$ cat config.mk
export PLATFORM = sky130hd
export DESIGN_NAME = qte_cordic_cell
export DESIGN_NICKNAME = d
export VERILOG_FILES = /design/src/sv/qte_pkg.sv /design/src/sv/qte_cordic_cell.sv
export SDC_FILE = /design/constraint.sdc
export NUM_CORES = 1
export LEC_CHECK = 0
export ABC_AREA = 1
export BUFFER_PORTS_ARGS = -buffer_cell sky130_fd_sc_hd__buf_2
export CORE_MARGIN = 2
export CORE_UTILIZATION = 55
export DETAILED_ROUTE_END_ITERATION = 7
export PLACE_DENSITY = 0.76
export SYNTH_ARGS = -nofsm -noshare
export SYNTH_HDL_FRONTEND = slang
export SYNTH_SLANG_ARGS = --single-unit
$ cat constraint.sdc
create_clock -name clk -period 9.2 [get_ports clk]
set_clock_uncertainty 0.2 [all_clocks]
set_input_delay 1.84 -clock clk [delete_from_list [all_inputs] [get_ports clk]]
set_output_delay 1.84 -clock clk [all_outputs]
set_load 0.02 [all_outputs]
$ cat src/sv/qte_pkg.sv
// Shared types, constants and functions of the quaternion to Euler angle converter.
package qte_pkg;

	localparam int PW = 34;
	localparam int SW = 36;
	localparam int XW = 40;
	localparam int ZW = 34;
	localparam int NW = 61;
	localparam int RW = 62;
	localparam int CW = 18;

	localparam logic signed [ZW-1:0] HALF_PI = 34'sd1686629713;
	localparam logic signed [47:0] CD_PER_RAD = 48'sd5730;
	localparam logic signed [47:0] CD_ROUND = 48'sd536870912;
	localparam logic signed [SW-1:0] Q30_ONE = 36'sd1073741824;
	localparam logic [NW-1:0] Q60_ONE = 61'd1 << 60;

	typedef logic signed [XW-1:0] cx_t;
	typedef logic signed [ZW-1:0] ang_t;
	typedef logic signed [SW-1:0] sum_t;

	typedef struct packed {
		logic signed [XW-1:0] x;
		logic signed [XW-1:0] y;
		logic signed [ZW-1:0] z;
		logic zero;
	} lane_t;

	typedef struct packed {
		logic signed [31:0] s;
		logic clip;
		logic signed [SW-1:0] rx;
		logic signed [SW-1:0] ry;
		logic signed [SW-1:0] yx;
		logic signed [SW-1:0] yy;
	} dly_t;

	function automatic ang_t atan_entry(input int i);
		ang_t a;
		case (i)
			0: a = 34'sd843314856;
			1: a = 34'sd497837829;
			2: a = 34'sd263043836;
			3: a = 34'sd133525158;
			4: a = 34'sd67021686;
			5: a = 34'sd33543515;
			6: a = 34'sd16775850;
			7: a = 34'sd8388437;
			8: a = 34'sd4194282;
			9: a = 34'sd2097149;
			10: a = 34'sd1048575;
			default: begin
				if (i < 30) a = (34'sd1 <<< (30 - i)) - 34'sd1;
				else a = '0;
			end
		endcase
		return a;
	endfunction

	function automatic lane_t prerot(input cx_t y, input cx_t x);
		lane_t l;
		l.zero = (x == 0) && (y == 0);
		if (x < 0) begin
			if (y >= 0) begin
				l.x = y;
				l.y = -x;
				l.z = HALF_PI;
			end else begin
				l.x = -y;
				l.y = x;
				l.z = -HALF_PI;
			end
		end else begin
			l.x = x;
			l.y = y;
			l.z = '0;
		end
		return l;
	endfunction

endpackage

$ cat src/sv/qte_cordic_cell.sv
// One vectoring CORDIC micro-rotation cell.
module qte_cordic_cell #(
	parameter int I = 0
) (
	input  logic clk,
	input  logic en,
	input  qte_pkg::lane_t lane_i,
	output qte_pkg::lane_t lane_o
);
	import qte_pkg::*;

	localparam ang_t ATAN = atan_entry(I);

	cx_t dx;
	cx_t dy;
	lane_t nx;

	always_comb begin
		dx = lane_i.y >>> I;
		dy = lane_i.x >>> I;
		nx = lane_i;
		if (lane_i.y > 0) begin
			nx.x = lane_i.x + dx;
			nx.y = lane_i.y - dy;
			nx.z = lane_i.z + ATAN;
		end else begin
			nx.x = lane_i.x - dx;
			nx.y = lane_i.y + dy;
			nx.z = lane_i.z - ATAN;
		end
	end

	always_ff @(posedge clk) begin
		if (en) lane_o <= nx;
	end

endmodule

======== Word-level counts from Yosys, hierarchy flattened ========
Index checks and enable logic that the tools add are counted.
word-level totals
  output and inout port bits .............. 115
  register bits after elaboration ......... 115
  logic and storage cells ................. 11
  input bits .............................. 117
operators by class
  $lt $le $gt $ge ......................... 1
  add/sub/neg operators ................... 5
  mux-type cells .......................... 1
operator list
  operator                  number
  $mux W114                 1
  $sub A40 B40 Y40          2
  $add A40 B40 Y40          1
  $gt A40 B1 Y1 const B     1
  $add A34 B31 Y34 const B  1
  $sub A34 B31 Y34 const B  1

======== Depth between registers and ports, before layout ========
  word-level depth ........................ 2
  gate-level depth with buffers ........... 20
  gate-level depth less buffers ........... 18

======== Worst setup path before layout ========
Ideal clock, no wire load.
  path type ............................... input port to flip-flop
  start point ............................. in lane_i[38] in the netlist's numbering
  end point ............................... reg lane_o[34] in the netlist's numbering, data pin
  stages .................................. 19
  path buffers ............................ 2
  library setup time ...................... 0.252 ns
  data required time ...................... 8.748 ns
  arrival ................................. 4.091 ns
  slack ................................... 4.657 ns
  cell sequence ........................... nor3_1 > nand4_1 > nor3_1 > nand3_1 > nand2_2 > inv_2 > buf_2 > buf_2 > fa_1 > o21ai_1 > nand2_1 > nand2_1 > nand3_1 > nand2_1 > nand2_1 > nand2_1 > inv_1 > nand2_1 > nand2_1
RTL lines
  what                  line                   RTL
  start, declared       qte_cordic_cell.sv:7   input qte_pkg::lane_t lane_i,
  end signal, assigned  qte_cordic_cell.sv:34  if (en) lane_o <= nx;
  end, declared         qte_cordic_cell.sv:8   output qte_pkg::lane_t lane_o

==> impl_metrics.ini <==
[logic_synthesis]
synth-edff-count = 114
synthDistinctLibCells = 40
synth_common_cells = 778 x nand2_1, 378 x inv_1, 204 x nand3_1
syn_avg_cell_area_um2 = 6.28
yosys.area.top_type_share = 0.229
yosys_warnings = 0
yosysMostFrequentCell = nand2_1
synth_async_sr_flop_share = 0
synth_seq_cells = 114
synth_nets = 2645
ys_seq_area_frac = 0.229
synthTopCellsByArea = edfxtp_1 23%, nand2_1 20%, ha_1 12%
synth_top_area_cell = edfxtp_1
synthCells = 2378
syn_area_um2 = 14900
synth_ff_type = edfxtp_1

[clock_tree]
root_buffer = clkbuf_16
postCtsSetupRepairBufs = 0
cts_buffers = 17
htree_levels = 4
clk_pin_slew_ns = 0.07
clock_path_buffers = 2
holdBufCountCts = 0
cts_resized = 0
cts_tree = yes
cts_sinks = 114

[route]
drtPass1Iterations = 6
dr.max_layer_used = met4
drt_iter0_drc = 2065
met3_length_um = 5250
routed_wl_um = 54800
via_per_inst = 5.71
wl_met1_um = 22300
detail_route.wl_per_cell_um = 18.7
drc = 0
final_antenna_net_count = 0
route.vias.total = 16700
wl_met2_um = 24400

[timing]
maxSlewViolCount = 0
rsz0062_at_grt = no
hold_slack_ns = 1.38
fin_crit_ns = 5.82
clock.fmax_mhz = 172
hold_viol = 0
post-route-period-util = 0.632
worst_pin_slew_ns = 1.02
relSlewSlack = 0.322
finalWorstSetupSlack_ns = 3.38
setup-violations-final = 0
tns_ns = 0

[final_layout]
seqCellArea_um2 = 3420
regMostFlops = lane_o
num_antenna_cells = 0
syn2layout_area_growth_pct = 12.3
fillers = 2653
design_area_um2 = 16800
multi_input_area_um2 = 9680
post-route-util = 0.626
finish.net_count = 2844
drive_above_1_share = 0.137
largest_reg_flops = 114
largestRegisters = lane_o x114

[setup_path]
path_delay_family = simple AND/OR/NAND/NOR gates
critical_path_class = input pin to flop
end_kind = flop
critPathMostFrequentCell = a21oi_1
crit_required_ns = 9.18
cp.depth = 14
slowest_delay_ns = 0.66
arrival_ns = 5.80
worst_path_max_delay_cell = buf_4
cp_num_buf_inv = 3
path_cells = buf_2 -> inv_1 -> nand4_1 -> nor3_1 -> nand3_1 -> nand2_4 -> buf_4 -> ha_1 -> a21oi_1 -> a21boi_0 -> o21ai_0 -> a21oi_1 -> nand2_1 -> xor2_1
cp_max_fo = 62
startpoint_type = input pin

[min_path]
hold_class = input pin to flop
whs_path_depth = 1

[placed_design]
placed_cell_area_um2 = 16200
portBuffers = 231
place_hpwl_um = 45400
routabilityCongestion = 1.07
dp_worst_setup_slack_ns = 3.11

[flow_run]
drv_cap = 0

[pwr]
p_int_uw = 1420
p_clk_frac = 0.303
switching_share = 0.428
powerDensity_nw_per_um2 = 147
p_sw_uw = 1060
comb_power_share = 0.415
irDropWorstVdd_mv = 0.105
power_frac_seq = 0.282
leakagePower_uw = 0.00903

[die]
die_width_um = 169
fp.dieH_um = 169
core_um2 = 26800
die_area_um2 = 28500
ioPinCount = 232
start_util = 0.558
num_rows = 60

[global_routing]
grt_pass1_vias = 15900
grt_pass1_wl_um = 83600
grt_max_degree = 81
antenna_found_initial = 0
gr-total-overflow = 0
globalRouteTotalUtil = 0.381

[outcome]
status = completed
==> cells in the final DEF (no fill, tap or decap), types with 9 or more instances in the layout <==
master / n
nand2_1: 778
inv_1: 378
buf_2: 230
nand3_1: 204
nor2_1: 192
a21oi_1: 153
ha_1: 146
edfxtp_1: 114
o21ai_0: 101
xor2_1: 53
nor2_2: 33
o21ai_1: 24
nor3_1: 19
nand4_1: 18
clkbuf_16: 17
o21bai_1: 14
nand2_2: 10
a21o_1: 9
==> metal layers <==
| metal | up-vias | global-route usage |
|---|---|---|
| li1 | 7964 | - |
| met1 | 7601 | 0.496 |
| met2 | 1010 | 0.623 |
| met3 | 169 | 0.0482 |
| met4 | 0 | 0.193 |
| met5 | - | 0 |
==> logic make-up (layout without fill, tap and decap cells) <==
kind of cell             count (synthesis)  in the layout  share of synthesized area
adder cells (fa/ha/maj)                150            150                      0.128
buffers and inverters                  439            651                      0.124
flip-flops                             114            114                      0.229
XOR/XNOR                                61             61                     0.0363
AND/OR/NAND/NOR                       1291           1291                      0.365
AO/OA/AOI/OAI                          323            323                      0.118
==> final timing paths <==
path                       start              endpoint  slack (ns)
worst max-delay path  lane_i[62]  lane_o[33]$_DFFE_PP_        3.38
worst min-delay path   lane_i[0]   lane_o[0]$_DFFE_PP_        1.38
==> power by group through the flow <==
| stage | Sequential [uW] | Clock (uW) | Combinational (uW) |
|---|---|---|---|
| 2_1_floorplan | 804 | 0 | 582 |
| 3_3_place_gp | 707 | 0 | 983 |
| 3_5_place_dp | 708 | 0 | 996 |
| 4_1_cts | 698 | 749 | 1000 |
| 5_1_grt | 704 | 766 | 1110 |
| 6_report | 698 | 749 | 1030 |
==> through the flow <==
step	power, uW	instances
3_3_place_gp	1690	2899
6_report	2470	2931
2_1_floorplan	1390	2378
3_5_place_dp	1700	2899
4_1_cts	2450	2931
5_1_grt	2590	2931
==> layout make-up <==
cell class              instances  share of cell area
clock buffers                  17              0.0254
clock inverters                15              0.0116
inverters                     384              0.0859
multi-input cells            1825               0.577
flip-flops and latches        114               0.204
well taps                     341              0.0254
repair buffers                235              0.0708
Power figures use the tool's default switching activity.
