`src/sv/qte_pkg.sv`:
```
// Shared types, constants and functions of the quaternion to Euler angle converter.
package qte_pkg;

	localparam int PW = 34;
	localparam int SW = 36;
	localparam int XW = 40;
	localparam int ZW = 34;
	localparam int NW = 61;
	localparam int RW = 62;
	localparam int CW = 18;

	localparam logic signed [ZW-1:0] HALF_PI = 34'sd1686629713;
	localparam logic signed [47:0] CD_PER_RAD = 48'sd5730;
	localparam logic signed [47:0] CD_ROUND = 48'sd536870912;
	localparam logic signed [SW-1:0] Q30_ONE = 36'sd1073741824;
	localparam logic [NW-1:0] Q60_ONE = 61'd1 << 60;

	typedef logic signed [XW-1:0] cx_t;
	typedef logic signed [ZW-1:0] ang_t;
	typedef logic signed [SW-1:0] sum_t;

	typedef struct packed {
		logic signed [XW-1:0] x;
		logic signed [XW-1:0] y;
		logic signed [ZW-1:0] z;
		logic zero;
	} lane_t;

	typedef struct packed {
		logic signed [31:0] s;
		logic clip;
		logic signed [SW-1:0] rx;
		logic signed [SW-1:0] ry;
		logic signed [SW-1:0] yx;
		logic signed [SW-1:0] yy;
	} dly_t;

	function automatic ang_t atan_entry(input int i);
		ang_t a;
		case (i)
			0: a = 34'sd843314856;
			1: a = 34'sd497837829;
			2: a = 34'sd263043836;
			3: a = 34'sd133525158;
			4: a = 34'sd67021686;
			5: a = 34'sd33543515;
			6: a = 34'sd16775850;
			7: a = 34'sd8388437;
			8: a = 34'sd4194282;
			9: a = 34'sd2097149;
			10: a = 34'sd1048575;
			default: begin
				if (i < 30) a = (34'sd1 <<< (30 - i)) - 34'sd1;
				else a = '0;
			end
		endcase
		return a;
	endfunction

	function automatic lane_t prerot(input cx_t y, input cx_t x);
		lane_t l;
		l.zero = (x == 0) && (y == 0);
		if (x < 0) begin
			if (y >= 0) begin
				l.x = y;
				l.y = -x;
				l.z = HALF_PI;
			end else begin
				l.x = -y;
				l.y = x;
				l.z = -HALF_PI;
			end
		end else begin
			l.x = x;
			l.y = y;
			l.z = '0;
		end
		return l;
	endfunction

endpackage

```
`src/sv/qte_sqrt_cell.sv`:
```
// One cell of the pipelined integer square root, settling one result bit.
module qte_sqrt_cell #(
	parameter int K = 0
) (
	input  logic clk,
	input  logic en,
	input  logic [qte_pkg::NW-1:0] n_i,
	input  logic [qte_pkg::RW-1:0] r_i,
	output logic [qte_pkg::NW-1:0] n_o,
	output logic [qte_pkg::RW-1:0] r_o
);
	import qte_pkg::*;

	localparam logic [RW-1:0] BIT = 62'd1 << (2 * K);

	logic [RW-1:0] t;

	assign t = r_i + BIT;

	always_ff @(posedge clk) begin
		if (en) begin
			if ({1'b0, n_i} >= t) begin
				n_o <= n_i - t[NW-1:0];
				r_o <= (r_i >> 1) + BIT;
			end else begin
				n_o <= n_i;
				r_o <= r_i >> 1;
			end
		end
	end

endmodule

```
`config.mk`:
```
export PLATFORM = sky130hd
export DESIGN_NAME = qte_sqrt_cell
export DESIGN_NICKNAME = d
export VERILOG_FILES = /design/src/sv/qte_pkg.sv /design/src/sv/qte_sqrt_cell.sv
export SDC_FILE = /design/constraint.sdc
export NUM_CORES = 1
export LEC_CHECK = 0
export ABC_CLOCK_PERIOD_IN_PS = 9700
export BUFFER_PORTS_ARGS = -buffer_cell sky130_fd_sc_hd__buf_2
export CORE_ASPECT_RATIO = 1.1
export CORE_UTILIZATION = 39
export CTS_BUF_LIST = sky130_fd_sc_hd__clkbuf_16
export DETAILED_ROUTE_END_ITERATION = 6
export PLACE_DENSITY_LB_ADDON = 0.12
export SLEW_MARGIN = 15
export SYNTH_ARGS = -nofsm -noshare
export SYNTH_HDL_FRONTEND = slang
export SYNTH_SLANG_ARGS = --single-unit
```
`constraint.sdc`:
```
create_clock -name clk -period 9.7 [get_ports clk]
set_clock_uncertainty 0.2 [all_clocks]
set_input_delay 1.455 -clock clk [delete_from_list [all_inputs] [get_ports clk]]
set_output_delay 1.455 -clock clk [all_outputs]
set_load 0.03 [all_outputs]
```
-- Yosys cells after proc, flatten, opt, wreduce, memory -nomap -nowiden
Index checks and enable logic that the tools add are counted.
- register bits after elaboration: 123
- input port bits: 125
- output and inout port bits: 123
- logic and storage cells: 9
- add/subtract/negate cells: 3
- $lt $le $gt $ge: 1
- muxes and demuxes: 2
- operators by type and width (operator ; number):
    $mux W61 ; 2
    $add A61 B1 Y62 const B ; 1
    $add A62 B1 Y62 const B ; 1
    $ge A61 B62 Y1 ; 1
    $sub A61 B61 Y61 ; 1

-- Longest topological paths before layout
Gate-level depths: netlist of run 1.
- depth in word-level cells: 3
- depth in mapped cells: 24
- gate-level depth less buffers: 21

-- Least setup slack after synthesis of run 1
OpenSTA, ideal clock, no wires.
- kind: input port to flip-flop
- start point: input r_i[4] (netlist bit)
- end point: register r_o[39] (netlist bit), data pin
- setup time: 262 ps
- arrival time: 6579 ps
- data required time: 9238 ps
- path slack: 2658 ps
- stages on the path: 23
- path buffers: 3
- cell sequence: clkbuf_1 nand4_1 nor3_1 nand3_1 nor3_1 nand3_1 nor4_1 nand4_1 or3_1 xor2_1 ha_1 clkbuf_1 and4_1 nor4bb_1 nand4_1 nor4_1 o221ai_1 a21boi_1 a41oi_4 buf_6 or4_4 nor3_2 xor2_1
- word-level cells in the longest chain between the ends: 3
- elaborated cells between the ends (all ways): 4
- classes of those cells: 2 x add/sub; 1 x order compare; 1 x mux
- ends and longest elaborated chain (what ; line ; RTL):
    start: declaration ; qte_sqrt_cell.sv:8 ; input logic [qte_pkg::RW-1:0] r_i,
    $add A62 B1 Y62 ; qte_sqrt_cell.sv:18 ; assign t = r_i + BIT;
    $ge A61 B62 Y1 ; qte_sqrt_cell.sv:22 ; if ({1'b0, n_i} >= t) begin
    $mux W61 * ; qte_sqrt_cell.sv:22 ;
    end signal: assignment ; qte_sqrt_cell.sv:24 ; r_o <= (r_i >> 1) + BIT;
    end signal: assignment ; qte_sqrt_cell.sv:27 ; r_o <= r_i >> 1;
    end: declaration ; qte_sqrt_cell.sv:10 ; output logic [qte_pkg::RW-1:0] r_o
Every way passes the cells marked *; elsewhere a longest branch is shown, timed or not.
A chain may end at the register's enable or synchronous reset.

-- Final worst setup path of run 1
- start point: input r_i[2] (netlist bit)
- end point: register r_o[35] (netlist bit), data pin
Same word-level chain as after synthesis.

==> results of run 1 <==
cell usage in the layout, fill, tap and decap left out, types with 49 or more instances in the layout:
cell type    n
buf_2      246
nand2_1    178
edfxtp_1   123
o21ai_0     95
nor2_1      92
xor2_1      89
xnor2_1     87
a21oi_1     69
ha_1        63
nand4_1     49
kinds of logic (layout without fill, tap and decap cells):
family	Yosys count	after routing	synth area share [%]
xor gates and xnor gates	176	176	14.72
other	0	4	0
adders and majority gates	64	64	7.716
buffers and inverters	95	314	3.655
AOI/OAI and AO/OA	260	260	15.84
and+or+nand+nor	492	492	22.60
DFF	123	123	35.26
muxes	2	2	0.2150
worst min-delay path: stages:
cell and delay, ns:
buf_2 0.09, nand2_1 0.05, nand2_1 0.05
layout make-up:
class / instances / share of cell area [%]
inverter: 28 / 0.8387
antenna: 4 / 0.07988
timing repair buffer: 254 / 10.30
clock inverter: 15 / 1.328
tap: 352 / 3.515
multi-input combinational: 994 / 51.06
sequential: 123 / 29.48
clock buffer: 17 / 3.395
report_power, final:
part	switching, mW	internal, mW	leakage (nW)
Clock	0.278	0.383	0.281
Sequential	0.0181	0.649	1.20
Combinational	0.390	0.192	3.51
per-stage QoR:
stage / utilization [%] / power, mW / hold slack [ns]
global placement: 45.50 / 1.258 / 1.541
global route: 47.77 / 1.993 / 1.118
finish: 47.79 / 1.909 / 1.119
CTS: 47.75 / 1.918 / 1.099
detailed placement: 45.50 / 1.257 / 1.558
floorplan: - / 1.066 / 1.368
worst min-delay path by stage:
stage | start | slack (ns) | end
2_1_floorplan | en | 1.37 | n_o[0]
3_3_place_gp | n_i[11] | 1.54 | n_o[11]
3_5_place_dp | n_i[11] | 1.56 | n_o[11]
4_1_cts | n_i[11] | 1.10 | n_o[11]
5_1_grt | n_i[11] | 1.12 | n_o[11]
6_report | n_i[11] | 1.12 | n_o[11]
layer usage:
layer	global-route usage (%)	vias to the layer above	part of all wire [%]
li1	-	4822	-
met1	34.26	4651	42
met2	43.53	343	47
met3	5.275	86	6.4
met4	12.22	2	4.5
met5	0	-	0.035
sequential cells by signal, indices dropped and copies added (netlist names):
| signal | count |
|---|---|
| r_o | 62 |
| n_o | 61 |
==> metrics.txt, run 1 <==
Initial Utilization=39.95%; post-DP HPWL=29.85 mm; Core Area=0.02622 mm2; synthesis-stage register bit count=123; worst path bufs/invs=2; Worst setup SP type=input port; H-tree levels=4; status=finished, final reports clean; via count=9904; cell with the most instances after synthesis=nand2_1; CP endpoint kind=flop; number of synthesized flops with an enable pin=123; pre-CTS setup slack=1.273 ns; asr flop ratio synth=0%; Yosys top cell area share=35.26%; VDD IR max=0.1059 mV; static leakage=4.995 nW; cell taking the most area after synthesis=edfxtp_1; register area=0.003694 mm2; area grow syn2layout=19.63%; Final Hold Vio Count=0; final worst-path cycle share=83.37%; slew margin rel.=30.70%; # rows=62; DP Area=0.01193 mm2; maxcap violations=0; syn_area_per_cell=8.643 um2; critical path's most frequent cell=nand4_1; Post-synth top flop=edfxtp_1; io pins=248; Cell variety after synth=65; final std cells w/o fill=1787; Syn Inst Count=1212; CP endpoint=r_o[35]; slowest cell on the critical path=nor4_1; gpl congestion=0.9503; synth top area cells=edfxtp_1 (35%), ha_1 (7.5%), xor2_1 (7.4%), xnor2_1 (7.3%), nand2_1 (6.4%); actual slew at the worst max-slew pin=1.040 ns; Routed Wire Length=36.73 mm; buffer count from post-CTS setup fixing=0; Hold Path Class=input port to flop; clk slew on worst S/H paths=0.07 ns; CTS sink cnt=123; pwr/cell area=152.4 mW/mm2; width of the die=158.3 um; Vias/cell=5.542; Levels on crit path=23; CP Cell Sequence=buf_2 > ha_1 > nand4_1 > nor3_1 > nand3_1 > nor3_1 > nand3_1 > nor4_1 > nand4_1 > or3_1 > xor2_1 > ha_1 > and4_1 > nor4bb_1 > nand4_1 > nor4_1 > o221ai_1 > a21boi_1 > a41oi_4 > buf_4 > or4_1 > nor4_4 > xor2_1; CP arrival=8.06 ns; slowest stage delay, CP=0.72 ns; DRC=0; number of global-route vias before repair=9738; crit path kind=input port to flop; worst setup path start=r_i[2]; Placed Cells=1751; first-pass GRT wire length=55.20 mm; Die Y=173.9 um; CTS max path bufs=2; layout cell share with drive strength beyond 1=21.59%; Final #Nets=1607; RSZ-0062 raised after global routing=false; setup violators final=0; GRT Resource Usage Total=26.90%; syn nets=1401; fillers=2683; Fin Setup TNS=0 ns; Critical Path RT=9.67 ns; die footprint=0.02752 mm2; largest net degree at the start of global routing=92; Crit path max-delay family=simple AND/OR/NAND/NOR gates; fin. max-slew vios=0; f_max=123.7 MHz; hold path cells=3; Synth top cells by count=nand2_1 (178), edfxtp_1 (123), o21ai_0 (95); Post-Syn Area=0.01048 mm2; root buffer cell=clkbuf_16; fin worst setup slack=1.613 ns; CTS tree=built; Post-CTS Resized=0; initial DRC count=703; CTS Buf Count=17; Pre-Repair DR Iteration Count=7; share of the yosys chip area belonging to registers=35.26%; GR Overflow Total=0; YS warnings=0; multi-input logic area=0.006399 mm2; hold_buf cts=0; Avg WL per Cell=20.55 um; Critical Path Fanout Max=41; Port Buffers=247; fin area=0.01253 mm2; initial antenna violation count=4; fin crit period=8.087 ns; post-route antenna net violation count=0
No activity file was read; power rests on OpenSTA's default activity.
==> run 2: changes to the inputs <==
Settings changed: ABC_AREA from default to 1, ABC_CLOCK_PERIOD_IN_PS 9700 to 6700.
Clock period 9.7 ns to 6.7 ns, I/O delays scaled along.
==> run 2 against run 1 <==
Via count rose by 46%. Non-clock buffer count is 7 higher. Global-route usage grew 6.2 points. Critical path depth is 5 lower. Critical path type unchanged. Highest routed layer is now met4.
==> metrics.txt, run 2 <==
CTS Buf Count=17 (unchanged); Hold EP=n_o[3]; syn nets=2231 (+59%); number of global-route vias before repair=13970 (+43%); Initial Utilization=39.91% (about the same); CTS tree=built; GR Overflow Total=0 (unchanged); slew margin rel.=35.50% (+4.8 points); Util after Layout=46.83% (-0.96 points); Critical Path RT=6.68 ns (-2.99 ns); DP Area=0.01461 mm2 (+22%); final worst-path cycle share=86.29%; setup violators final=0 (unchanged); Cell variety after synth=35 (-46%); width of the die=176.0 um (+11%); first-pass GRT wire length=83.61 mm (+51%); layout cell share with drive strength beyond 1=13.85% (-7.7 points); Post-synth top flop=edfxtp_1; Pre-Repair DR Iteration Count=7 (unchanged); Final #Nets=2451 (+53%); worst hold start=n_i[3]; worst setup path start=r_i[30]; Post-CTS Resized=0 (unchanged); Placed Cells=2669 (+52%); most frequent cells in the layout=nand2_1 (703), inv_1 (257), buf_2 (246), nand3_1 (219), nor2_1 (202); Fin Setup TNS=0 ns (unchanged); Routed Wire Length=56.05 mm (+53%); Hold Path Class=input port to flop; CP endpoint kind=flop; Port Buffers=247 (unchanged); number of flip-flops under the largest register name=62 (unchanged); number of synthesized flops with an enable pin=123 (unchanged); Syn Inst Count=2042 (+68%); hold slack=0.6892 ns (-0.4301 ns); pre-CTS setup slack=0.7528 ns (-0.5199 ns); total power=3.166 mW (+66%); cell with the most instances after synthesis=nand2_1; io pins=248 (unchanged); Critical Path Fanout Max=123 (+200%); hold path cells=3 (unchanged); fin. max-slew vios=0 (unchanged); hold_buf cts=0 (unchanged); post-DP HPWL=46.90 mm (+57%); syn_area_per_cell=6.362 um2 (-26%); Yosys top cell area share=28.43% (-6.8 points); VDD IR max=0.1599 mV (+51%); most common cell after layout, fill and taps aside=nand2_1; synthesis-stage register bit count=123 (unchanged); die footprint=0.03405 mm2 (+24%); DRC=0 (unchanged); static leakage=7.645 nW (+53%); initial DRC count=1219 (+73%); crit path kind=input port to flop; Vias/cell=5.363 (-3.2%); fin area=0.01524 mm2 (+22%); f_max=173.0 MHz; CTS max path bufs=2 (unchanged); pwr/cell area=207.7 mW/mm2 (+36%); H-tree levels=4 (unchanged); Final Hold Vio Count=0 (unchanged); synth top area cells=edfxtp_1 (28%), nand2_1 (20%), nand3_1 (8.4%), inv_1 (7.4%), xor2_1 (6.6%); initial antenna violation count=0 (-4); Largest Register=r_o; CTS sink cnt=123 (unchanged); maxcap violations=0 (unchanged); cell taking the most area after synthesis=edfxtp_1; Avg WL per Cell=20.75 um (+0.96%); Core Area=0.03255 mm2 (+24%); share of the yosys chip area belonging to registers=28.43% (-6.8 points); root buffer cell=clkbuf_16; Worst setup SP type=input port; fin crit period=5.782 ns; via count=14490 (+46%); Die Y=193.4 um (+11%); buffer count from post-CTS setup fixing=0 (unchanged); largest net degree at the start of global routing=124 (+35%); actual slew at the worst max-slew pin=0.9675 ns (-0.07201 ns); # rows=69 (+11%); largest registers=r_o (62), n_o (61); area grow syn2layout=17.34%; final std cells w/o fill=2701 (+51%); gpl congestion=0.9944 (+4.6%); Post-Syn Area=0.01299 mm2 (+24%); clk slew on worst S/H paths=0.08 ns (about the same); Synth top cells by count=nand2_1 (703), inv_1 (255), nand3_1 (219); CP arrival=5.77 ns (-2.29 ns); YS warnings=0 (unchanged); post-route antenna net violation count=0 (unchanged); RSZ-0062 raised after global routing=false; asr flop ratio synth=0% (unchanged); status=finished, final reports clean; ant diodes=0 (-4); GRT Resource Usage Total=33.09% (+6.2 points); fin worst setup slack=0.9183 ns (-0.6950 ns)
## run 2: cell types whose count changed after synthesis, moves of 30 or more
cell     before  now
a21oi_1      69   99
inv_1        28  255
nand2_1     178  703
nand3_1      45  219
nor2_1       92  202
o21ai_0      95   59
xnor2_1      87   21
## run 2: worst max path at each step
stage | endpoint | cells after the start | slack [ns]
2_1_floorplan | r_o[41] | 24 | 2.11
3_3_place_gp | r_o[42] | 19 | 0.73
3_5_place_dp | n_o[32] | 18 | 0.75
4_1_cts | n_o[32] | 18 | 1.19
5_1_grt | r_o[42] | 27 | 0.81
6_report | n_o[53] | 18 | 0.92
## run 2: kinds of logic (layout without fill, tap and decap cells)
family / after synthesis / after routing / share of synthesized area [%]
AOI/OAI and AO/OA: 172 / 172 / 6.886
xor gates and xnor gates: 119 / 119 / 8.023
adders and majority gates: 64 / 64 / 6.222
buffers and inverters: 327 / 560 / 10.28
DFF: 123 / 123 / 28.43
muxes: 11 / 11 / 0.8476
and+or+nand+nor: 1226 / 1226 / 39.31
## run 2: area by class of cell
type	instances	area [um2]
fill	3514	17300
multi-input combinational	1592	7978
sequential	123	3694
timing repair buffer	261	1406
inverter	267	1002
tap	426	533.0
clock buffer	17	425.4
clock inverter	15	205.2
## run 2: layer usage
metal | vias up | global-route usage [%] | part of all wire (%)
met1 | 6825 | 43.76 | 43
met4 | 0 | 11.53 | 3.3
met3 | 76 | 3.322 | 5.5
li1 | 7042 | - | -
met2 | 542 | 55.67 | 48
met5 | - | 0 | 0
## run 2: critical path: stages
cell and delay (ns):
buf_2 0.16, nand2_1 0.11, inv_1 0.09, nand3_1 0.15, nor2_1 0.35, nand2_1 0.17
nor4_1 0.67, nand3_1 0.42, xor2_1 0.28, ha_1 0.45, nand2_1 0.13, nor4_1 0.57
nand2_1 0.16, a21oi_2 0.19, nand2_4 0.09, buf_12 0.19, nand3_1 0.24, nand2_1 0.09
## run 2: power by group
group	internal (mW)	total, mW	switching, mW	leakage, nW
Clock	0.655	1.04	0.387	0.314
Sequential	0.957	0.983	0.0264	1.20
Combinational	0.325	1.14	0.817	6.13
